**config.mk**
```make
export PLATFORM = sky130hd
export DESIGN_NAME = wlp_ctrl
export DESIGN_NICKNAME = d
export VERILOG_FILES = /design/src/rtl/core/wlp_pkg.sv /design/src/rtl/core/wlp_ctrl.sv
export SDC_FILE = /design/constraint.sdc
export NUM_CORES = 1
export LEC_CHECK = 0
export BUFFER_PORTS_ARGS = -buffer_cell sky130_fd_sc_hd__buf_2
export CORE_AREA = 2 2 39 41
export DETAILED_ROUTE_END_ITERATION = 12
export DIE_AREA = 0 0 41 43
export PLACE_DENSITY = 0.39
export SYNTH_ARGS = -nofsm -noshare
export SYNTH_HDL_FRONTEND = slang
export SYNTH_SLANG_ARGS = --single-unit
```
**constraint.sdc**
```tcl
create_clock -name clk_i -period 3.31 [get_ports clk_i]
set_clock_uncertainty 0.15 [all_clocks]
set_input_delay 0.331 -clock clk_i [delete_from_list [all_inputs] [get_ports clk_i]]
set_output_delay 0.331 -clock clk_i [all_outputs]
set_load 0.05 [all_outputs]
```
**src/rtl/core/wlp_pkg.sv**
```systemverilog
// ----------------------------------------------------------------------------
// wlp_pkg
// Shared types and constants of the windowed latency percentile monitor.
// ----------------------------------------------------------------------------
package wlp_pkg;

  // window geometry
  localparam int WINDOW_DEPTH = 1024;
  localparam int SAMPLE_BITS  = 32;
  localparam int ADDR_W       = $clog2(WINDOW_DEPTH);
  localparam int CNT_W        = $clog2(WINDOW_DEPTH + 1);
  localparam int SUM_W        = SAMPLE_BITS + ADDR_W;
  localparam int REQ_W        = 32;

  // percentile ranks, slot 0 is p50, slot 1 is p95, slot 2 is p99
  localparam int PCT_NUM = 3;
  localparam int PCT_W   = 7;
  localparam logic [PCT_W-1:0] PCT_DIV = 7'd100;
  localparam logic [PCT_NUM-1:0][PCT_W-1:0] PCT_K = {7'd99, 7'd95, 7'd50};
  localparam int PCT_P50 = 0;
  localparam int PCT_P95 = 1;
  localparam int PCT_P99 = 2;

  // configuration port
  localparam int PADDR_W = 3;
  localparam int PDATA_W = 32;
  localparam logic REG_GOAL_LIMIT = 1'b0;
  localparam logic [PDATA_W-1:0] GOAL_LIMIT_RESET = 32'd50000;

  typedef logic [SAMPLE_BITS-1:0] sample_t;
  typedef logic [PCT_NUM-1:0][ADDR_W-1:0] pct_idx_t;
  typedef logic [PCT_NUM-1:0][SAMPLE_BITS-1:0] pct_val_t;

  // controller states
  typedef enum logic [2:0] {
    C_IDLE,
    C_READ,
    C_START,
    C_SORT,
    C_LOAD
  } ctrl_state_e;

  // sorted-window rebuild states
  typedef enum logic [1:0] {
    S_IDLE,
    S_RD,
    S_EV,
    S_TAIL
  } sort_state_e;

  // controller to datapath
  typedef struct packed {
    logic accept;
    logic sub_old;
    logic sort_start;
    logic add_new;
    logic load_out;
  } wlp_cmd_t;

  // datapath to controller
  typedef struct packed {
    logic sort_busy;
    logic out_pending;
  } wlp_status_t;

endpackage

```
**src/rtl/core/wlp_ctrl.sv**
```systemverilog
// ----------------------------------------------------------------------------
// wlp_ctrl
// Sequencer of one transaction: ring read, sorted rebuild, result load.
// ----------------------------------------------------------------------------
module wlp_ctrl import wlp_pkg::*; (
  input  logic        clk_i,
  input  logic        rst_ni,
  input  logic        in_valid_i,
  output logic        in_ready_o,
  input  wlp_status_t status_i,
  output wlp_cmd_t    cmd_o
);

  ctrl_state_e state_q, state_d;

  // state register
  always_ff @(posedge clk_i or negedge rst_ni) begin
    if (!rst_ni) begin
      state_q <= C_IDLE;
    end else begin
      state_q <= state_d;
    end
  end

  // next state and commands
  always_comb begin
    state_d    = state_q;
    cmd_o      = '0;
    in_ready_o = 1'b0;
    case (state_q)
      C_IDLE: begin
        in_ready_o = 1'b1;
        if (in_valid_i) begin
          cmd_o.accept = 1'b1;
          state_d      = C_READ;
        end
      end
      C_READ: begin
        state_d = C_START;
      end
      C_START: begin
        cmd_o.sub_old    = 1'b1;
        cmd_o.sort_start = 1'b1;
        state_d          = C_SORT;
      end
      C_SORT: begin
        if (!status_i.sort_busy) begin
          cmd_o.add_new = 1'b1;
          state_d       = C_LOAD;
        end
      end
      C_LOAD: begin
        if (!status_i.out_pending) begin
          cmd_o.load_out = 1'b1;
          state_d        = C_IDLE;
        end
      end
      default: begin
        state_d = C_IDLE;
      end
    endcase
  end

endmodule

```
* After elaboration in Yosys (flattened, before gate mapping)
Cells that the tools add are included.
** Operators by class
- Equal/unequal tests :: 7
- Multiplexer cells :: 12
- Reductions and logical operators :: 2
** Operator list (number)
- $pmux 3 s5 :: 1
- $mux 3 :: 3
- $mux 1 :: 7
- $eq 3x2->1 const B :: 2
- $ne 2x2->1 const B :: 3
- $eq 3x1->1 const B :: 1
- $eq 3x3->1 const B :: 1
- $logic_not 3->1 :: 1
- $reduce_and 3->1 :: 1
- $mux 2 :: 1
** Storage, ports and cells
- Register bits :: 3
- Bits of input ports :: 5
- Output and inout bits :: 6
- Logic and storage cells :: 22

* Logic depth before layout (Yosys ltp)
Gate-level depths: netlist of run 1.
- Word-level depth :: 3
- Depth in mapped cells :: 2
- Depth with buffers taken out :: 2

* Worst setup path after synthesis of run 1
OpenSTA, ideal clock, no wires.
- Kind :: register -> output
- Start point :: register state_q[2]
- End point :: output cmd_o[4] (netlist name)
- Data arrival time :: 2.117 ns
- Required time :: 2.829 ns
- Path slack :: 0.712 ns
- Cell stages (with the launch flop) :: 3
- Path buffers :: 0
- Cell sequence :: dfrtp_1 -> nor3_1 -> and2_1
** RTL lines
- start, declared :: RTL line wlp_ctrl.sv:14 : ctrl_state_e state_q, state_d;
- start signal, assigned :: RTL line wlp_ctrl.sv:21 : state_q <= state_d;
- end, declared :: RTL line wlp_ctrl.sv:11 : output wlp_cmd_t cmd_o

==> flow_metrics.tcl, run 1 <==
set metrics [dict create \
    outcome "complete, no violations" \
    syn_avg_cell_area_um2 10.6 \
    critPathMaxFanout 7 \
    rsz0062_at_grt "false" \
    tightest_slew_ns 0.251 \
    setup_viol 0 \
    die_w_um 41 \
    gr-total-overflow 0 \
    antenna_cells 0 \
    synth_edf_count 0 \
    ios 11 \
    endpoint_kind "output pin" \
    seq_area_frac_synth 0.444 \
    start_util 0.122 \
    clockBufferDepth 2 \
    synthToLayoutAreaGrowth_pct 58.5 \
    syn_inst 16 \
    drtPass1Iterations 4 \
    cts_root_buffer "clkbuf_4" \
    crit_path_start_kind "flip-flop" \
    synth.top_cells.by_area "dfrtp_1, and4bb_4, nor3_1" \
    critPathRequiredTime_ns 2.83 \
    fillCellCount 149 \
    yosys.cell_types.count 13 \
    io_buffers 10 \
    grt_first_pass_wirelength_um 641 \
    synth.most_common_cell "dfrtp_1" \
    max_flop_register "state_q" \
    antenna_found_initial 0 \
    finalHoldViolCount 0 \
    finalCritPeriodShare 0.538 \
    regArea_um2 75.1 \
    largest_reg_flops 3 \
    synthTopCellsByCount "dfrtp_1, nor3_1" \
    regToRegEndpoint "state_q[2]" \
    die-area_um2 1760 \
    yosysTopAreaCell "dfrtp_1" \
    drt_iter0_markers 6 \
    vias 178 \
    synthFlopType "dfrtp_1" \
    crit_start "state_q[0]" \
    gp_congestion 0.527 \
    coreArea_um2 1380 \
    num_rows 14 \
    grt.total_usage 0.0615 \
    path_class "reg -> out" \
    largestRegisters "state_q (3)" \
    routed_wl_um 413 \
    r2r_setup_slack_ns 2.20 \
    drtAntennaViolNets 0 \
    grt_pass1_vias 154 \
    async_flop_share 1.00 \
    multiInputGateArea_um2 86.3 \
    relSlewSlack 0.830 \
    drive_above_1_share 0.467 \
    whs_path_depth 2 \
    netlist_area_um2 169 \
    max_freq_mhz 562 \
    drc_errors 0 \
    synthDominantCellAreaShare 0.444 \
    fin_tns_setup_ns 0 \
    cts_tree "yes" \
    worst-r2r-cell-count 2 \
    min_period_ns 1.78 \
    cap_violations 0 \
    ys_ff_latch 3 \
    nets 36 \
    die_h_um 43 \
    cts-buffers-inserted 3 \
    wire_per_inst_um 8.98 \
    hold_buffers 1 \
    syn_nets 21 \
    hold_class "in -> reg" \
    cts_resized 0 \
    critPathCapture "cmd_o[0]" \
    cts.sinks 3 \
    clk_pin_slew_ns 0.04 \
    grt_max_degree 9 \
    critPathArrivalTime_ns 1.30 \
    clkLatencyLatePin_ns 0.23 \
    r2r_start "state_q[0]" \
    ys.warnings.count 0 \
    vias_per_cell 3.87 \
    cts_setup_buffers 0 \
    cts_max_level 1 \
    final_max_slew_viol_count 0 \
]
## cell type report
type,count,area share
multi-input cells,12,0.322
flip-flops and latches,3,0.280
repair buffers,11,0.224
clock buffers,4,0.0981
well taps,16,0.0748
## layer usage
metal,vias up,part of all wire,track usage
li1,87,-,-
met1,76,0.49,0.0782
met2,13,0.35,0.0594
met3,2,0.13,0.0314
met4,0,0.034,0.0800
met5,-,0,0
## cell families after synthesis
group                  share of synthesized area
DFF                                        0.444
and+or+nand+nor                            0.385
AOI/OAI and AO/OA                          0.126
buffers and inverters                     0.0445
## worst min-delay path by stage
stage | startpoint | endpoint
finish | status_i[0] | state_q[2]
detailed placement | rst_ni | state_q[2]
global route | status_i[1] | state_q[0]
CTS | status_i[0] | state_q[2]
global placement | rst_ni | state_q[2]
floorplan | rst_ni | state_q[0]
## worst max-delay path, cell delays in order, from the launching register on
cell and delay, ns:
dfrtp_1 0.43, nor4b_1 0.32, buf_2 0.32
## cells in the final DEF (no fill, tap or decap)
cell type	count
buf_2	10
clkbuf_4	3
dfrtp_1	3
nor3_1	2
nor3b_1	1
and4bb_4	1
nor4b_1	1
and2_1	1
and3b_1	1
nor2_1	1
o21bai_1	1
nand2_1	1
a21oi_1	1
a31o_1	1
clkbuf_1	1
dlygate4sd3_1	1
## per-stage QoR
step / hold WS (ns) / cells / instance area (um2) / utilization / worst slack, ns
5_1_grt: 0.231 / 46 / 268 / 0.193 / 1.41
3_3_place_gp: -0.0244 / 41 / 231 / 0.167 / 1.80
6_report: 0.221 / 46 / 268 / 0.193 / 1.53
2_1_floorplan: -0.115 / 16 / 169 / - / 0.712
4_1_cts: 0.218 / 46 / 268 / 0.193 / 1.50
3_5_place_dp: -0.0216 / 41 / 231 / 0.167 / 1.76
Power of run 1 is left out: the tool's default activity adds up to more than one toggle a clock period on the data nets, which glitch-free logic cannot reach.
==> run 2: changes to the inputs <==
--- a/config.mk
+++ b/config.mk
@@ -5,11 +5,12 @@
 export SDC_FILE = /design/constraint.sdc
 export NUM_CORES = 1
 export LEC_CHECK = 0
+export ABC_AREA = 1
 export BUFFER_PORTS_ARGS = -buffer_cell sky130_fd_sc_hd__buf_2
 export CORE_AREA = 2 2 39 41
 export DETAILED_ROUTE_END_ITERATION = 12
 export DIE_AREA = 0 0 41 43
-export PLACE_DENSITY = 0.39
+export PLACE_DENSITY = 0.42
 export SYNTH_ARGS = -nofsm -noshare
 export SYNTH_HDL_FRONTEND = slang
 export SYNTH_SLANG_ARGS = --single-unit
==> constraint.sdc (replaced) <==
create_clock -name clk_i -period 1.6 [get_ports clk_i]
set_clock_uncertainty 0.15 [all_clocks]
set_input_delay 0.16 -clock clk_i [delete_from_list [all_inputs] [get_ports clk_i]]
set_output_delay 0.16 -clock clk_i [all_outputs]
set_load 0.05 [all_outputs]
==> flow_metrics.tcl, run 2 <==
set metrics [dict create \
    crit_chain "nor2_4 -> inv_2 -> nor3_1 -> buf_4" \
    max_freq_mhz 660 \
    crit_path_start_kind "flip-flop" \
    endpoint_kind "output pin" \
    cap_violations 0 \
    gr-total-overflow 0 \
    cts_root_buffer "clkbuf_4" \
    layout_common_cells "buf_4, buf_2" \
    cts.sinks 3 \
    critPathRequiredTime_ns 1.29 \
    die_w_um 41 \
    ir_drop_v 0.000592 \
    drive_above_1_share 0.558 \
    ys_ff_latch 3 \
    async_flop_share 1.00 \
    outcome "complete, no violations" \
    ys.warnings.count 0 \
    clkLatencyLatePin_ns 0.23 \
    cts_max_level 1 \
    fin_total_pwr_mw 0.885 \
    wire_per_inst_um 7.68 \
    vias 226 \
    place_hpwl_um 354 \
    syn_avg_cell_area_um2 7.22 \
    yosys.cell_types.count 13 \
    critPathMaxStageDelay_ns 0.43 \
    netlist_area_um2 188 \
    synthTopCellsByCount "inv_1, nor2_1, dfrtp_1, nand2_1, nand3_1" \
    clockBufferDepth 2 \
    antenna_cells 0 \
    syn_inst 26 \
    vias_per_cell 3.83 \
    grt_pass1_vias 208 \
    grt_max_degree 7 \
    cts-buffers-inserted 3 \
    critPathArrivalTime_ns 1.20 \
    antenna_found_initial 0 \
    synth.top_cells.by_area "dfrtp_1, nand3_1, inv_1" \
    cts_tree "yes" \
    clk_pin_slew_ns 0.04 \
    seq_area_frac_synth 0.400 \
    critPathMaxFanout 4 \
    slowest_stage "dfrtp_2" \
    max_flop_register "state_q" \
    finalHoldViolCount 0 \
    start_util 0.136 \
    yosysTopAreaCell "dfrtp_1" \
    worst-r2r-cell-count 4 \
    routed_wl_um 453 \
    hold_class "in -> async" \
    largestRegisters "state_q (3)" \
    synth_edf_count 0 \
    drc_errors 0 \
    layout_commonest_cell "buf_4" \
    layoutNonFillerInstCount 59 \
    coreArea_um2 1380 \
    syn_nets 31 \
    largest_reg_flops 3 \
    rsz0062_at_grt "false" \
    regToRegEndpoint "state_q[0]" \
    die-area_um2 1760 \
    final_max_slew_viol_count 0 \
    place_area_um2 258 \
    r2r_start "state_q[1]" \
    p_per_area_nw_per_um2 2510 \
    min_period_ns 1.51 \
    relSlewSlack 0.873 \
    io_buffers 10 \
    place_inst 51 \
    fin_hold_ws_ns 0.0986 \
    finalCritPeriodShare 0.946 \
    grt_first_pass_wirelength_um 710 \
    synthToLayoutAreaGrowth_pct 88.0 \
    drtPass1Iterations 2 \
    num_rows 14 \
    synthFlopType "dfrtp_1" \
    grt.total_usage 0.0675 \
    path_class "reg -> out" \
    drt_iter0_markers 1 \
    ios 11 \
    synthDominantCellAreaShare 0.400 \
    nets 49 \
    power_leakage_nw 0.177 \
    r2r_setup_slack_ns 0.53 \
    tightest_slew_ns 0.191 \
    setup_viol 0 \
    die_h_um 43 \
    gp_congestion 0.730 \
    stdcell_area_um2 353 \
    drtAntennaViolNets 0 \
]
## run 2: changes by cell type after synthesis, moves of 2 or more
| cell | delta |
|---|---|
| nand2_1 | +2 |
| inv_1 | +4 |
| nand3_1 | +3 |
| nor2_1 | +3 |
## run 2: worst max-delay path by stage
| stage | startpoint | to | cells past startpoint |
|---|---|---|---|
| floorplan | state_q[0] | cmd_o[0] | 3 |
| global placement | state_q[1] | cmd_o[4] | 4 |
| detailed placement | state_q[1] | cmd_o[4] | 4 |
| CTS | state_q[0] | in_ready_o | 4 |
| global route | state_q[1] | cmd_o[4] | 4 |
| finish | state_q[1] | cmd_o[4] | 4 |
## run 2: kinds of logic (layout without fill, tap and decap cells)
family,count (synthesis),count (layout),share of synthesized area
AO/OA/AOI/OAI,2,2,0.0533
AND/OR/NAND/NOR,15,15,0.407
flip-flops,3,3,0.400
buffers and inverters,6,23,0.140
## run 2: final cells by class
type                            count  area, um2
Sequential cell                     3       77.6
Tap cell                           16       20.0
Timing Repair Buffer               14        104
Inverter                            5       18.8
Fill cell                         156       1030
Multi-Input combinational cell     17        106
Clock buffer                        4       26.3
## run 2: through the flow
stage / setup TNS (ns) / utilization / setup slack, ns
floorplan: -0.749 / - / -0.375
global placement: 0 / 0.186 / 0.238
detailed placement: 0 / 0.186 / 0.223
CTS: 0 / 0.223 / 0.0186
global route: 0 / 0.255 / 0.00892
finish: 0 / 0.255 / 0.0859
## run 2: worst max-delay path, delay by kind of cell, from the launching register on
family / cells / cell delay (ns)
buf+inv: 2 / 0.27
simple gates: 2 / 0.26
flops: 1 / 0.43
## run 2: report_power, final
part | internal, mW | switching [mW]
clock network | 0.0935 | 0.0400
registers | 0.118 | 0.0617
logic | 0.196 | 0.376
## run 2: per-layer routing
metal,share of wire,GRT usage,routed length [um],up-vias
li1,-,-,-,118
met1,0.38,0.0552,173,101
met2,0.54,0.0906,243,5
met3,0.046,0.0314,21,2
met4,0.031,0.100,14,0
met5,0,0,0,-
## run 2: timing repair
action                                  CTS  global route
hold buffers                              2             0
pin swaps                                 0             1
gates resized for setup                   2            15
endpoints found under the hold margin     4             0
setup buffers                             0             2
endpoints found under the setup margin    2             6
No activity file was read; power rests on OpenSTA's default activity.
==> run 3: changes to the inputs <==
--- a/config.mk
+++ b/config.mk
@@ -7,10 +7,12 @@
 export LEC_CHECK = 0
 export ABC_AREA = 1
 export BUFFER_PORTS_ARGS = -buffer_cell sky130_fd_sc_hd__buf_2
+export CELL_PAD_IN_SITES_DETAIL_PLACEMENT = 2
+export CELL_PAD_IN_SITES_GLOBAL_PLACEMENT = 2
 export CORE_AREA = 2 2 39 41
 export DETAILED_ROUTE_END_ITERATION = 12
 export DIE_AREA = 0 0 41 43
-export PLACE_DENSITY = 0.42
+export PLACE_DENSITY = 0.65
 export SYNTH_ARGS = -nofsm -noshare
 export SYNTH_HDL_FRONTEND = slang
 export SYNTH_SLANG_ARGS = --single-unit
==> flow_metrics.tcl, run 3 (synthesis gave the netlist of run 2 again) <==
set metrics [dict create \
    outcome "complete, no violations" \
    largest_reg_flops 3 \
    pwr-share-clk 0.147 \
    relSlewSlack 0.866 \
    drtPass1Iterations 2 \
    pre_cts_ws_ns 0.213 \
    die_w_um 41 \
    cap_violations 0 \
    crit_path_start_kind "flip-flop" \
    place_inst 51 \
    layout_setup_ws_ns 0.0466 \
    endpoint_kind "output pin" \
    ios 11 \
    clkLatencyLatePin_ns 0.23 \
    p_sw_mw 0.495 \
    vias_per_cell 4.02 \
    worst-r2r-cell-count 4 \
    p_int_mw 0.411 \
    gr-total-overflow 0 \
    r2r_start "state_q[1]" \
    gp_congestion 0.668 \
    setup_viol 0 \
    max_freq_mhz 644 \
    nets 49 \
    clk_pin_slew_ns 0.04 \
    path_class "reg -> out" \
    num_rows 14 \
    vias 237 \
    drtAntennaViolNets 0 \
    layout_common_cells "buf_4, buf_2" \
    io_buffers 10 \
    drc_errors 0 \
    min_period_ns 1.55 \
    finalCritPeriodShare 0.971 \
    p_per_area_nw_per_um2 2570 \
    grt_pass1_vias 225 \
    critPathRequiredTime_ns 1.29 \
    cts_tree "yes" \
    coreArea_um2 1380 \
    drt_iter0_markers 1 \
    wire_per_inst_um 10.7 \
    critPathArrivalTime_ns 1.24 \
    swShare 0.547 \
    final_max_slew_viol_count 0 \
    cts.sinks 3 \
    layoutNonFillerInstCount 59 \
    cts_root_buffer "clkbuf_4" \
    largestRegisters "state_q (3)" \
    combPwrFrac 0.653 \
    fin_hold_ws_ns 0.0998 \
    min_from "status_i[0]" \
    max_flop_register "state_q" \
    whs_path_depth 3 \
    cts-buffers-inserted 3 \
    rsz0062_at_grt "true" \
    die_h_um 43 \
    start_util 0.136 \
    antenna_found_initial 0 \
    routed_wl_um 634 \
    clockBufferDepth 2 \
    synthToLayoutAreaGrowth_pct 88.0 \
    tightest_slew_ns 0.201 \
    critPathMaxFanout 4 \
    layout_commonest_cell "buf_4" \
    drive_above_1_share 0.558 \
    hold_end "state_q[2]" \
    regToRegEndpoint "state_q[0]" \
    antenna_cells 0 \
    ir_drop_v 0.000533 \
    finalHoldViolCount 0 \
    place_hpwl_um 416 \
    hold_class "in -> reg" \
    utilization 0.255 \
    cts_max_level 1 \
    grt_first_pass_wirelength_um 876 \
    seq_power_share 0.199 \
    r2r_setup_slack_ns 0.47 \
    grt.total_usage 0.0796 \
    power_leakage_nw 0.177 \
    grt_max_degree 7 \
    die-area_um2 1760 \
]
run 3: cell counts in the layout (fill, tap and decap cells not counted):
No cell type changed its count.
run 3: area by class of cell:
type | instances | area, um2
flip-flops and latches | 3 | 77.6
inverters | 5 | 18.8
clock buffers | 4 | 26.3
well taps | 16 | 20.0
fillers | 157 | 1030
multi-input cells | 17 | 106
repair buffers | 14 | 104
run 3: layer usage:
metal	up-vias	global-route usage	part of all wire
met4	0	0.0800	0
met5	-	0	0
met2	8	0.100	0.51
met3	0	0.0314	0.057
met1	112	0.0942	0.43
li1	117	-	-
run 3: critical path, stage by stage (launching register included):
cell     delay, ns
dfrtp_2       0.43
nor2_4        0.14
inv_2         0.06
nor3_1        0.15
buf_4         0.23
run 3: power by group through the flow:
stage               sequential [mW]  combinational (mW)  clock (mW)
finish                        0.181               0.592       0.134
global route                  0.187               0.642       0.151
CTS                           0.176               0.489       0.143
detailed placement            0.173               0.478           0
global placement              0.175               0.475           0
floorplan                     0.157               0.409           0
run 3: through the flow:
stage	setup TNS [ns]	instance area, um2	total power [mW]
2_1_floorplan	-0.749	195	0.566
3_3_place_gp	0	258	0.650
3_5_place_dp	0	258	0.651
4_1_cts	0	310	0.807
5_1_grt	-0.0856	353	0.980
6_report	0	353	0.906
run 3: how the worst max path moves through the flow:
stage / slack, ns / to / cells after the start / startpoint
floorplan: -0.37 / cmd_o[0] / 3 / state_q[0]
global placement: 0.22 / cmd_o[0] / 4 / state_q[1]
CTS: 0.003 / cmd_o[0] / 4 / state_q[0]
finish: 0.05 / cmd_o[4] / 4 / state_q[0]
detailed placement: 0.21 / cmd_o[0] / 4 / state_q[0]
global route: -0.06 / cmd_o[4] / 4 / state_q[0]
run 3: what timing repair did:
action / 4_1_cts / 5_1_grt
endpoints found under the hold margin: 4 / 0
setup endpoints to repair: 2 / 6
hold buffers: 2 / 0
setup buffers: 0 / 2
gates resized for setup: 3 / 14
pin swaps: 0 / 0
